===== src/sv/lcd_queue.sv =====
// lcd_queue: small fifo between the laplacian front end and the candidate back end
// depends on nothing but its parameters

module lcd_queue #(
   parameter int WIDTH = 8,
   parameter int DEPTH = 4
) (
   input  logic             clock,
   input  logic             reset,
   input  logic             push,
   input  logic [WIDTH-1:0] din,
   output logic             full,
   input  logic             pop,
   output logic             nonempty,
   output logic [WIDTH-1:0] dout
);

   localparam int PW = (DEPTH > 1) ? $clog2(DEPTH) : 1;
   localparam int CW = $clog2(DEPTH + 1);

   logic [WIDTH-1:0] slot_ff [DEPTH];
   logic [PW-1:0]    wr_ptr_ff, rd_ptr_ff;
   logic [CW-1:0]    count_ff;

   assign full = (count_ff == CW'(DEPTH));
   assign nonempty = (count_ff != '0);
   assign dout = slot_ff[rd_ptr_ff];

   // pointers and fill count
   always_ff @(posedge clock) begin
      if (reset) begin
         wr_ptr_ff <= '0;
         rd_ptr_ff <= '0;
         count_ff <= '0;
      end else begin
         if (push) begin
            wr_ptr_ff <= (wr_ptr_ff == PW'(DEPTH - 1)) ? '0 : wr_ptr_ff + 1'b1;
         end
         if (pop) begin
            rd_ptr_ff <= (rd_ptr_ff == PW'(DEPTH - 1)) ? '0 : rd_ptr_ff + 1'b1;
         end
         if (push && !pop) begin
            count_ff <= count_ff + 1'b1;
         end else if (pop && !push) begin
            count_ff <= count_ff - 1'b1;
         end
      end
   end

   // storage
   always_ff @(posedge clock) begin
      if (push) begin
         slot_ff[wr_ptr_ff] <= din;
      end
   end

endmodule


===== config.mk =====
export PLATFORM = sky130hd
export DESIGN_NAME = lcd_queue
export DESIGN_NICKNAME = d
export VERILOG_FILES = /design/src/sv/lcd_queue.sv
export SDC_FILE = /design/constraint.sdc
export NUM_CORES = 1
export LEC_CHECK = 0
export ABC_AREA = 1
export BUFFER_PORTS_ARGS = -buffer_cell sky130_fd_sc_hd__buf_4
export CAP_MARGIN = 20
export CORE_UTILIZATION = 40
export DETAILED_ROUTE_END_ITERATION = 10
export HOLD_SLACK_MARGIN = 0.02
export PLACE_DENSITY = 0.6
export SLEW_MARGIN = 30
export SYNTH_ARGS = -nofsm -noshare
export SYNTH_HDL_FRONTEND = slang
export SYNTH_SLANG_ARGS = --single-unit

===== constraint.sdc =====
create_clock -name clock -period 1.53 [get_ports clock]
set_input_delay 0.2295 -clock clock [delete_from_list [all_inputs] [get_ports clock]]
set_output_delay 0.2295 -clock clock [all_outputs]
set_load 0.01 [all_outputs]

# Word-level counts from Yosys, hierarchy flattened
# Memory sizes are Yosys's and may differ from the RTL's. A register that Yosys moved wholly into a read port is not among the register bits.
# Index checks and enable logic that the tools add are counted.
# W data, S select, Z words.
[classes]
addsub = 4
n_eq_ne = 3
mux = 8
n_reduce_logical = 6
[ops]
columns = ["op", "n"]
rows = [
  ["$mux W2", 4],
  ["$mux W3", 2],
  ["$add A2 B1 Y2 const B", 2],
  ["$eq A2 B2 Y1 const B", 2],
  ["$add A3 B1 Y3 const B", 1],
  ["$eq A3 B3 Y1 const B", 1],
  ["$reduce_bool A3 Y1", 1],
  ["$sub A3 B1 Y3 const B", 1],
  ["$logic_and A1 B1 Y1", 2],
  ["$logic_not A1 Y1", 2],
  ["$mux W1", 2],
  ["$reduce_bool A2 Y1", 1],
]
[word_totals]
out_inout_bits = 10
inputBits = 12
reg_bits = 7
ram_bits = 32
wordCells = 25
memories = 1
[memory_table]
columns = ["memory", "words", "word_bits", "read_ports", "rd_clocked_by_memory_dff", "wr", "line_no", "rtl"]
rows = [
  ["slot_ff", 4, 8, 1, 1, 1, "21", "logic [WIDTH-1:0] slot_ff [DEPTH];"],
]

# Logic depth before layout (Yosys ltp)
# Gate-level depths: netlist (run 1).
[depth]
depth_word = 4
depth_mapped = 10
ltp_nobuf = 10

# Least setup slack after synthesis (run 1)
# No wires, ideal clock.
[synth_path]
path_kind = "input port to flip-flop"
from = "in pop"
to = "reg count_ff[2]"
setup_ns = 0.110
t_arrival_ns = 1.170
cell_stages = 10
path_buffers = 0
t_required_ns = 1.420
path_slack_ns = 0.250
path_cell_list = "inv_1 > ha_1 > inv_1 > fa_1 > inv_1 > nand2_1 > nand3_1 > nand2_1 > inv_1 > nor2_1"
[synth_via]
elab_chain_cells = 3
elab_cells_between_ends = 5
cone_classes = "mux: 1; reduce/logical: 4"
[synth_lines]
columns = ["element", "line_no", "rtl"]
rows = [
  ["from (decl)", "13", "input logic pop,"],
  ["$logic_not A1 Y1", "42", "if (push && !pop) begin"],
  ["$logic_and A1 B1 Y1", "42", ""],
  ["$mux W3 or $reduce_bool A2 Y1 (tied branches)", "-", ""],
  ["to (signal assigned)", "43", "count_ff <= count_ff + 1'b1;"],
  ["to (signal assigned)", "45", "count_ff <= count_ff - 1'b1;"],
  ["to (decl)", "23", "logic [CW-1:0] count_ff;"],
]
# Parallel ways exist; a longest one is shown, timed or not.
# A chain may end at the register's enable or synchronous reset.

==> results of run 1 <==
## power groups by stage
stage	Combinational, uW	Clock, uW	Sequential (uW)
2_1_floorplan	182	0	1320
3_3_place_gp	309	0	1320
3_5_place_dp	320	0	1320
4_1_cts	322	676	1300
5_1_grt	358	711	1310
6_report	318	648	1300
## flip-flops by register name, indices dropped and copies added, names as in the netlist, named ones only
signal / cells
rd_ptr_ff: 2
wr_ptr_ff: 2
count_ff: 3
slot_ff: 32
## layout by cell type (no fill, tap or decap), drive strengths merged
| cell | count |
|---|---|
| edfxtp | 32 |
| nor3 | 3 |
| ha | 6 |
| a21oi | 3 |
| nor2 | 25 |
| nand3 | 1 |
| o21ai | 19 |
| clkbuf | 6 |
| inv | 16 |
| clkinv | 2 |
| buf | 24 |
| o22ai | 8 |
| nand4 | 1 |
| xor2 | 1 |
| nand2 | 9 |
| fa | 1 |
| dfxtp | 9 |
## worst max-delay path: stages, from the launching register on
cell and delay (ps):
dfxtp_2 370, buf_4 170, o21ai_0 90, o22ai_1 180
buf_4 150
## cells by family (layout without fill, tap and decap cells)
family | after synthesis | count (layout)
flip-flops | 41 | 41
XOR/XNOR | 1 | 1
AO/OA/AOI/OAI | 30 | 30
adder cells (fa/ha/maj) | 7 | 7
buffers and inverters | 18 | 48
AND/OR/NAND/NOR | 39 | 39
## metrics by stage
step	area [um^2]	worst slack, ps	power, uW	std cells	hold WS (ps)
5_1_grt	1970	4.32	2370	216	127
2_1_floorplan	1650	250	1500	136	302
6_report	1970	58.2	2270	216	129
4_1_cts	1960	43.5	2300	216	124
3_5_place_dp	1870	38.8	1640	208	431
3_3_place_gp	1870	92.7	1630	208	429
## metal layers
metal  GRT usage, %  wire length [um]  vias up
met2           24.7              1410       21
met3           4.83               116        6
li1               -                 -      527
met4           8.78                52        0
met1           15.2              1210      482
met5              0                 0        -
## cell type report
type / instances / area share, %
inverters: 16 / 3.31
multi-input cells: 77 / 21.9
clock inverters: 2 / 0.509
well taps: 50 / 3.18
repair buffers: 24 / 9.16
clock buffers: 6 / 3.69
flip-flops and latches: 41 / 58.3
## worst max path at each step
stage / start / end
6_report: register / dout[1]
5_1_grt: register / dout[0]
4_1_cts: register / dout[5]
3_5_place_dp: pop / count_ff[2]$_SDFFE_PP0P_
3_3_place_gp: pop / count_ff[2]$_SDFFE_PP0P_
2_1_floorplan: pop / count_ff[2]$_SDFFE_PP0P_
## repair_timing
item | 4_1_cts | 5_1_grt
resized for setup | 4 | 2
pin swaps | 0 | 0
endpoints found under the setup margin | 8 | 2
==> results.sh, run 1 <==
export IMPL_synth_commonest_cells="32 x edfxtp_1, 23 x nor2_1, 15 x inv_1, 15 x o21ai_0"
export IMPL_synth_top_family_by_area="compound AO/OA/AOI/OAI gates"
export IMPL_synth_area_um2=1650
export IMPL_max_cap_viol_count=0
export IMPL_max_vdd_ir_drop_uv=542
export IMPL_synth_distinct_cells=19
export IMPL_post_route_period_util_pct=96.2
export IMPL_whs_path_depth=2
export IMPL_synth_ff_type="edfxtp_1"
export IMPL_fin_crit_ps=1470
export IMPL_ys_warn_count=0
export IMPL_insertion_delay_ps=280
export IMPL_syn_nets=155
export IMPL_viasPerCell=4.80
export IMPL_switching_power_uw=544
export IMPL_finalSetupViolCount=0
export IMPL_ant_nets=0
export IMPL_synthCells=136
export IMPL_ys_async_sr_fraction_pct=0
export IMPL_ys_seq_elements=41
export IMPL_avgSynthCellArea_um2=12.2
export IMPL_vias=1036
export IMPL_nFillCells=351
export IMPL_r2r_start="wr_ptr_ff[0]$_SDFFE_PP0P_"
export IMPL_arrival_ps=1240
export IMPL_die_h_um=66.3
export IMPL_worst_pin_slew_ps=375
export IMPL_multi_input_area_um2=430
export IMPL_synth_compound_area_share_pct=10.1
export IMPL_clock_sinks=41
export IMPL_grt_total_usage_pct=14.4
export IMPL_root_buffer="clkbuf_8"
export IMPL_synth_top_area_cell="edfxtp_1"
export IMPL_drc=0
export IMPL_io_buffer_count=21
export IMPL_hp_class="primary input to register"
export IMPL_fin_worst_skew_ps=6.30
export IMPL_synth_mux_area_fraction_pct=0
export IMPL_hold_buffers=0
export IMPL_routed_wirelength_mm=2.79
export IMPL_synth_area_leaders="edfxtp_1 58%, dfxtp_1 11%, nor2_1 5.2%"
export IMPL_dieArea_um2=4400
export IMPL_drv_slew=0
export IMPL_initial_core_util_pct=41.7
export IMPL_leakage_uw=0.000794
export IMPL_synth_simple_area_share_pct=9.61
export IMPL_synth_top_area_share_pct=58.1
export IMPL_cts_tree="built"
export IMPL_dpl_hpwl_mm=1.94
export IMPL_synth_xor_area_share_pct=0.530
export IMPL_grt_pass1_wl_mm=4.40
export IMPL_fin_util_pct=49.5
export IMPL_post_cts_setup_buffers=0
export IMPL_end_kind="output port"
export IMPL_grt_ovfl_total=0
export IMPL_crit_path_max_fanout=8
export IMPL_clk_path_buf_depth=2
export IMPL_cp_start_kind="register"
export IMPL_wire_per_inst_um=12.9
export IMPL_synth_seq_area_share_pct=69.0
export IMPL_r2r_end="slot_ff[3][2]$_DFFE_PP_"
export IMPL_place_congestion=0.786
export IMPL_areaGrowthSynthToFinish_pct=18.9
export IMPL_yosysMostFrequentCell="edfxtp_1"
export IMPL_pwr_share_comb_pct=14.0
export IMPL_final_nets=184
export IMPL_yosys_area_share_adder_pct=5.75
export IMPL_row_count=23
export IMPL_drt_iter0_markers=18
export IMPL_cts_made_buffers=5
export IMPL_htreeDepth=2
export IMPL_antenna_cells=0
export IMPL_max_slew_margin_pct=75.0
export IMPL_reg2reg_setup_slack_ps=230
export IMPL_hp_start="reset"
export IMPL_p_seq_share_pct=57.4
export IMPL_whs_endpoint="count_ff[0]$_SDFFE_PP0P_"
export IMPL_dr_pass1_iters=4
export IMPL_hold_viol_final=0
export IMPL_regArea_um2=1150
export IMPL_core_um2=3970
export IMPL_synth_edf_count=32
export IMPL_clk_pin_slew_ps=70
export IMPL_p_clk_share_pct=28.6
export IMPL_switching_share_pct=24.0
export IMPL_cp_required_ps=1300
export IMPL_outcome="finished, final reports clean"
export IMPL_first_global_vias=1043
export IMPL_grt_setup_unrepaired="no"
export IMPL_worst_r2r_cell_count=3
export IMPL_crit_type="register to output port"
export IMPL_fmax_ghz=0.679
export IMPL_die_x_um=66.3
export IMPL_drive_gt1_share_pct=23.5
export IMPL_power_density_nw_per_um2=1150
export IMPL_io_pins=22
export IMPL_grt_max_degree=17
export IMPL_p_int_uw=1720
export IMPL_grt_antenna_before_repair=0
export IMPL_setup_tns_ps=0
No activity file was read; power rests on OpenSTA's default activity.
==> run 2, diff against run 1 <==
ABC_AREA = not set   (was 1)
==> run 2 against run 1 <==
The flow now finishes with violations (negative setup slack). Sequential share of layout area decreased by 1.6 points. Critical path depth fell by 1. First-iteration DRC count rose by 11%. Combinational power up 6%. Sequential cell count unchanged. Area after synthesis shrank 3.3%. Largest power group unchanged. Sequential power barely moved. Clock-buffer cell count shrank 1.
==> results.sh, run 2 <==
export IMPL_die_x_um=65.2
export IMPL_first_global_vias=897
export IMPL_areaGrowthSynthToFinish_pct=26.1
export IMPL_fin_worst_skew_ps=3.15
export IMPL_layout_commonest_cell="edfxtp_1"
export IMPL_largest_register="slot_ff"
export IMPL_pwr_share_comb_pct=13.8
export IMPL_yosysMostFrequentCell="edfxtp_1"
export IMPL_htreeDepth=2
export IMPL_grt_max_degree=13
export IMPL_dpl_hpwl_mm=1.65
export IMPL_hold_ws_ps=150
export IMPL_wire_per_inst_um=13.4
export IMPL_crit_type="register to output port"
export IMPL_path_delay_family="multiplexers"
export IMPL_power_density_nw_per_um2=1200
export IMPL_cts_tree="built"
export IMPL_arrival_ps=1410
export IMPL_synth_edf_count=32
export IMPL_finalSetupViolCount=8
export IMPL_drv_slew=0
export IMPL_grt_met1_usage_pct=16.7
export IMPL_synth_area_um2=1600
export IMPL_grt_ovfl_total=0
export IMPL_leakage_uw=0.000769
export IMPL_cp_start_kind="register"
export IMPL_p_int_uw=1930
export IMPL_die_h_um=65.2
export IMPL_routed_wirelength_mm=2.27
export IMPL_dieArea_um2=4250
export IMPL_max_vdd_ir_drop_uv=610
export IMPL_hold_buffers=0
export IMPL_initial_core_util_pct=42.7
export IMPL_avgSynthCellArea_um2=18.6
export IMPL_synth_seq_area_share_pct=71.4
export IMPL_grt_total_usage_pct=13.9
export IMPL_outcome="complete, but fails checks"
export IMPL_globalRouteMet3Util_pct=3.13
export IMPL_clock_sinks=41
export IMPL_clk_pin_slew_ps=70
export IMPL_io_pins=22
export IMPL_antenna_cells=0
export IMPL_row_count=22
export IMPL_switching_share_pct=20.4
export IMPL_final_cell_area_um2=2020
export IMPL_synth_ff_type="edfxtp_1"
export IMPL_cts_made_buffers=5
export IMPL_synth_top_area_cell="edfxtp_1"
export IMPL_fin_crit_ps=1640
export IMPL_violations="negative setup slack"
export IMPL_ys_warn_count=0
export IMPL_drc=0
export IMPL_largest_reg_flops=32
export IMPL_max_slew_margin_pct=86.0
export IMPL_worst_slack_ps=-107
export IMPL_p_clk_share_pct=32.6
export IMPL_ant_nets=0
export IMPL_hp_class="primary input to register"
export IMPL_grt_antenna_before_repair=0
export IMPL_clk_path_buf_depth=2
export IMPL_worst_r2r_cell_count=4
export IMPL_switching_power_uw=495
export IMPL_crit_path_max_incr_delay_ps=520
export IMPL_syn_nets=105
export IMPL_setup_tns_ps=-760
export IMPL_insertion_delay_ps=280
export IMPL_grt_pass1_wl_mm=4.26
export IMPL_whs_path_depth=1
export IMPL_final_nets=140
export IMPL_cp_required_ps=1300
export IMPL_critical_path_depth=3
export IMPL_post_route_period_util_pct=107
export IMPL_cp_slowest_cell="mux4_2"
export IMPL_grt_setup_unrepaired="yes"
export IMPL_end_kind="output port"
export IMPL_crit_chain="buf_12 > mux4_2 > buf_6"
export IMPL_fmax_ghz=0.611
export IMPL_placed_cell_area_um2=1880
export IMPL_ys_async_sr_fraction_pct=0
export IMPL_synth_area_leaders="edfxtp_1 60%, dfxtp_1 11%, mux4_2 11%"
export IMPL_io_buffer_count=21
export IMPL_grt_busiest_layer="met2"
export IMPL_place_congestion=0.718
export IMPL_final_cell_mix="32 x edfxtp_1, 21 x buf_4, 8 x mux4_2, 8 x buf_6"
export IMPL_drt_iter0_markers=20
export IMPL_synth_top_area_share_pct=60.1
export IMPL_synth_commonest_cells="32 x edfxtp_1, 9 x dfxtp_1, 8 x mux4_2"
export IMPL_crit_path_max_fanout=8
export IMPL_path_buf_inv=2
export IMPL_worst_pin_slew_ps=210
export IMPL_dr_pass1_iters=3
export IMPL_use_met2_pct=23.7
export IMPL_synthCells=86
export IMPL_synth_distinct_cells=16
export IMPL_vias=808
export IMPL_drive_gt1_share_pct=38.8
export IMPL_hold_viol_final=0
export IMPL_max_cap_viol_count=0
export IMPL_core_um2=3740
export IMPL_viasPerCell=4.78
export IMPL_reg_top3="slot_ff x32, count_ff x3"
export IMPL_p_seq_share_pct=53.6
export IMPL_root_buffer="clkbuf_8"
export IMPL_ys_seq_elements=41
==> run 2: changes by cell type after synthesis, moves of 3 or more <==
| cell | delta |
|---|---|
| o21ai_0 | -14 |
| o22ai_1 | -8 |
| mux2i_1 | +4 |
| nor2_1 | -16 |
| inv_1 | -11 |
| and2_1 | +4 |
| mux4_2 | +8 |
| nand2_1 | -9 |
| nor3_1 | -3 |
==> run 2: final cells by class <==
type,instances,area (um^2)
Clock buffer,5,68.8
Multi-Input combinational cell,39,427
Sequential cell,41,1140
Clock inverter,2,35.0
Tap cell,48,60.1
Inverter,4,15.0
Timing Repair Buffer,30,268
Fill cell,330,1730
==> run 2: worst paths after layout <==
check	startpoint	endpoint	slack, ps
max	register	dout[1]	-110
min	din[7]	slot_ff[2][7]$_DFFE_PP_	150
max reg2reg	count_ff[0]$_SDFFE_PP0P_	count_ff[2]$_SDFFE_PP0P_	80
min reg2reg	count_ff[2]$_SDFFE_PP0P_	count_ff[2]$_SDFFE_PP0P_	510
==> run 2: stage by stage <==
step / setup slack [ps] / cells / power [uW] / util, %
after global placement: -101 / 162 / 1630 / 50.2
after global routing: -154 / 169 / 2550 / 53.9
final: -107 / 169 / 2430 / 53.9
after CTS: -130 / 169 / 2470 / 53.8
after detailed placement: -154 / 162 / 1650 / 50.2
after floorplan: 38.9 / 86 / 1490 / -
==> run 2: cell families (layout without fill, tap and decap cells) <==
logic type	Yosys count	in the layout	synth area share, %
DFF	41	41	71.4
and+or+nand+nor	15	15	4.93
muxes	12	12	13.8
adders and majority gates	7	7	5.95
buffers and inverters	6	41	1.96
AOI/OAI and AO/OA	3	3	0.939
xor gates and xnor gates	2	2	1.10
==> run 2: routing by layer <==
layer / vias to the layer above / share of wire [%]
li1: 394 / -
met1: 393 / 44
met2: 16 / 51
met3: 5 / 3.2
met4: 0 / 1.5
met5: - / 0
==> run 2: repair_timing <==
item / in CTS / in global routing
endpoints found under the hold margin: 0 / 0
setup buffers: 0 / 0
gates cloned: 0 / 0
setup endpoints to repair: 8 / 9
resized for setup: 9 / 1
==> run 2: power groups by stage <==
stage / sequential (uW) / clock, uW / combinational (uW)
after floorplan: 1320 / 0 / 175
after global placement: 1320 / 0 / 310
after detailed placement: 1330 / 0 / 319
after CTS: 1300 / 819 / 344
after global routing: 1310 / 859 / 374
final: 1300 / 791 / 336
==> run 3, diff against run 2 <==
CELL_PAD_IN_SITES_DETAIL_PLACEMENT = 1   (was not set)
CELL_PAD_IN_SITES_GLOBAL_PLACEMENT = 2   (was not set)
PLACE_DENSITY = 0.76   (was 0.6)
RECOVER_POWER = 25   (was not set)
==> run 3 against run 2 <==
The run still ends with negative setup slack left. Highest routed layer unchanged. Sequential cell count did not move. Clock skew rose by 0.55 ps. Clock-buffer cell count did not move. Wire length rose by 23%. Final cell count rose by 0.59%. Critical endpoint is now dout[0]. Sequential share of layout area rose by 0.71 points. Critical path type unchanged.
==> results.sh, run 3 (synthesis gave the netlist of run 2 again) <==
export IMPL_outcome="complete, but fails checks"
export IMPL_violations="negative setup slack"
export IMPL_drc=0
export IMPL_cp_slowest_cell="mux4_2"
export IMPL_layout_commonest_cell="edfxtp_1"
export IMPL_core_um2=3740
export IMPL_initial_core_util_pct=42.7
export IMPL_cp_required_ps=1300
export IMPL_regArea_um2=1140
export IMPL_die_x_um=65.2
export IMPL_max_cap_viol_count=0
export IMPL_max_vdd_ir_drop_uv=716
export IMPL_dp_cells=162
export IMPL_areaGrowthSynthToFinish_pct=24.6
export IMPL_htreeDepth=2
export IMPL_worst_slack_ps=-139
export IMPL_multi_input_area_um2=429
export IMPL_clk_pin_slew_ps=80
export IMPL_die_h_um=65.2
export IMPL_path_buf_inv=2
export IMPL_ant_nets=0
export IMPL_max_slew_margin_pct=89.4
export IMPL_fin_worst_skew_ps=3.69
export IMPL_drv_slew=0
export IMPL_fin_cells=170
export IMPL_drive_gt1_share_pct=36.1
export IMPL_grt_ovfl_total=0
export IMPL_grt_pass1_wl_mm=4.57
export IMPL_fin_crit_ps=1670
export IMPL_clock_sinks=41
export IMPL_worst_pin_slew_ps=155
export IMPL_io_pins=22
export IMPL_crit_chain="buf_6 > mux4_2 > buf_6"
export IMPL_grt_max_degree=15
export IMPL_setup_tns_ps=-957
export IMPL_largest_reg_flops=32
export IMPL_row_count=22
export IMPL_clk_path_buf_depth=2
export IMPL_grt_antenna_before_repair=0
export IMPL_path_delay_family="multiplexers"
export IMPL_crit_type="register to output port"
export IMPL_crit_path_max_incr_delay_ps=530
export IMPL_largest_register="slot_ff"
export IMPL_antenna_cells=0
export IMPL_routed_wirelength_mm=2.80
export IMPL_fmax_ghz=0.599
export IMPL_insertion_delay_ps=290
export IMPL_leakage_uw=0.000743
export IMPL_cts_tree="built"
export IMPL_post_route_period_util_pct=109
export IMPL_cts_made_buffers=5
export IMPL_final_nets=140
export IMPL_dpl_hpwl_mm=2.01
export IMPL_wire_per_inst_um=16.5
export IMPL_reg_top3="slot_ff x32, count_ff x3"
export IMPL_root_buffer="clkbuf_8"
export IMPL_hold_viol_final=0
export IMPL_end_kind="output port"
export IMPL_critPathMostFrequentCell="buf_6"
export IMPL_final_cell_mix="32 x edfxtp_1, 19 x buf_4, 8 x mux4_2, 7 x nor2_1, 7 x dfxtp_1"
export IMPL_cp_start_kind="register"
export IMPL_drt_iter0_markers=14
export IMPL_dr_pass1_iters=4
export IMPL_place_congestion=0.675
export IMPL_post_cts_setup_buffers=0
export IMPL_total_power_uw=2490
export IMPL_power_density_nw_per_um2=1250
export IMPL_arrival_ps=1440
export IMPL_vias=831
export IMPL_finalSetupViolCount=8
export IMPL_nFillCells=380
export IMPL_viasPerCell=4.89
export IMPL_grt_total_usage_pct=15.6
export IMPL_dieArea_um2=4250
export IMPL_io_buffer_count=21
export IMPL_grt_setup_unrepaired="yes"
export IMPL_crit_path_max_fanout=5
export IMPL_hold_buffers=0
export IMPL_hp_class="primary input to register"
export IMPL_fin_util_pct=53.2
export IMPL_first_global_vias=871
==> run 3: final timing paths <==
kind | startpoint | endpoint | slack, ps | cells past startpoint
worst max register to register | count_ff[0]$_SDFFE_PP0P_ | count_ff[2]$_SDFFE_PP0P_ | 80 | 4
worst max-delay path | register | dout[0] | -140 | 3
worst min-delay path | din[7] | slot_ff[2][7]$_DFFE_PP_ | 140 | 1
worst min register to register | count_ff[2]$_SDFFE_PP0P_ | count_ff[2]$_SDFFE_PP0P_ | 510 | 2
==> run 3: through the flow <==
stage | hold WS [ps] | worst slack, ps | area (um^2)
final | 144 | -139 | 1990
after global routing | 129 | -189 | 1990
after CTS | 125 | -159 | 2010
after detailed placement | 434 | -203 | 1870
after global placement | 430 | -105 | 1870
after floorplan | 299 | 38.9 | 1600
==> run 3: layout make-up <==
class                      instances  share of cell area, %
sequential                        41                   57.4
multi-input combinational         39                   21.5
timing repair buffer              30                   11.5
clock buffer                       5                   3.45
tap                               48                   3.02
clock inverter                     3                   2.32
inverter                           4                  0.754
==> run 3: power by group <==
part           switching, uW  leakage [uW]  total (uW)  internal [uW]
registers               36.1      0.000369        1300           1270
clock network            368     0.0000543         856            488
logic                    151      0.000320         332            181
total                    555      0.000743        2490           1940
==> run 3: what timing repair did <==
item,in CTS,in global routing
resized for setup,8,1
pin swaps,0,0
hold endpoints to repair,0,0
endpoints found under the setup margin,9,9
cloned,0,0
==> run 3: per-layer routing <==
metal	up-vias	wire (um)	global-route usage, %
li1	394	-	-
met1	416	1240	19.7
met2	15	1400	24.1
met3	6	97	5.21
met4	0	57	7.34
met5	-	0	0
==> run 3: worst register-to-register path: stages, from the launching register on <==
cell     delay [ps]
dfxtp_2         350
fa_2            400
xor2_1          170
or3_1           320
a21oi_1         150
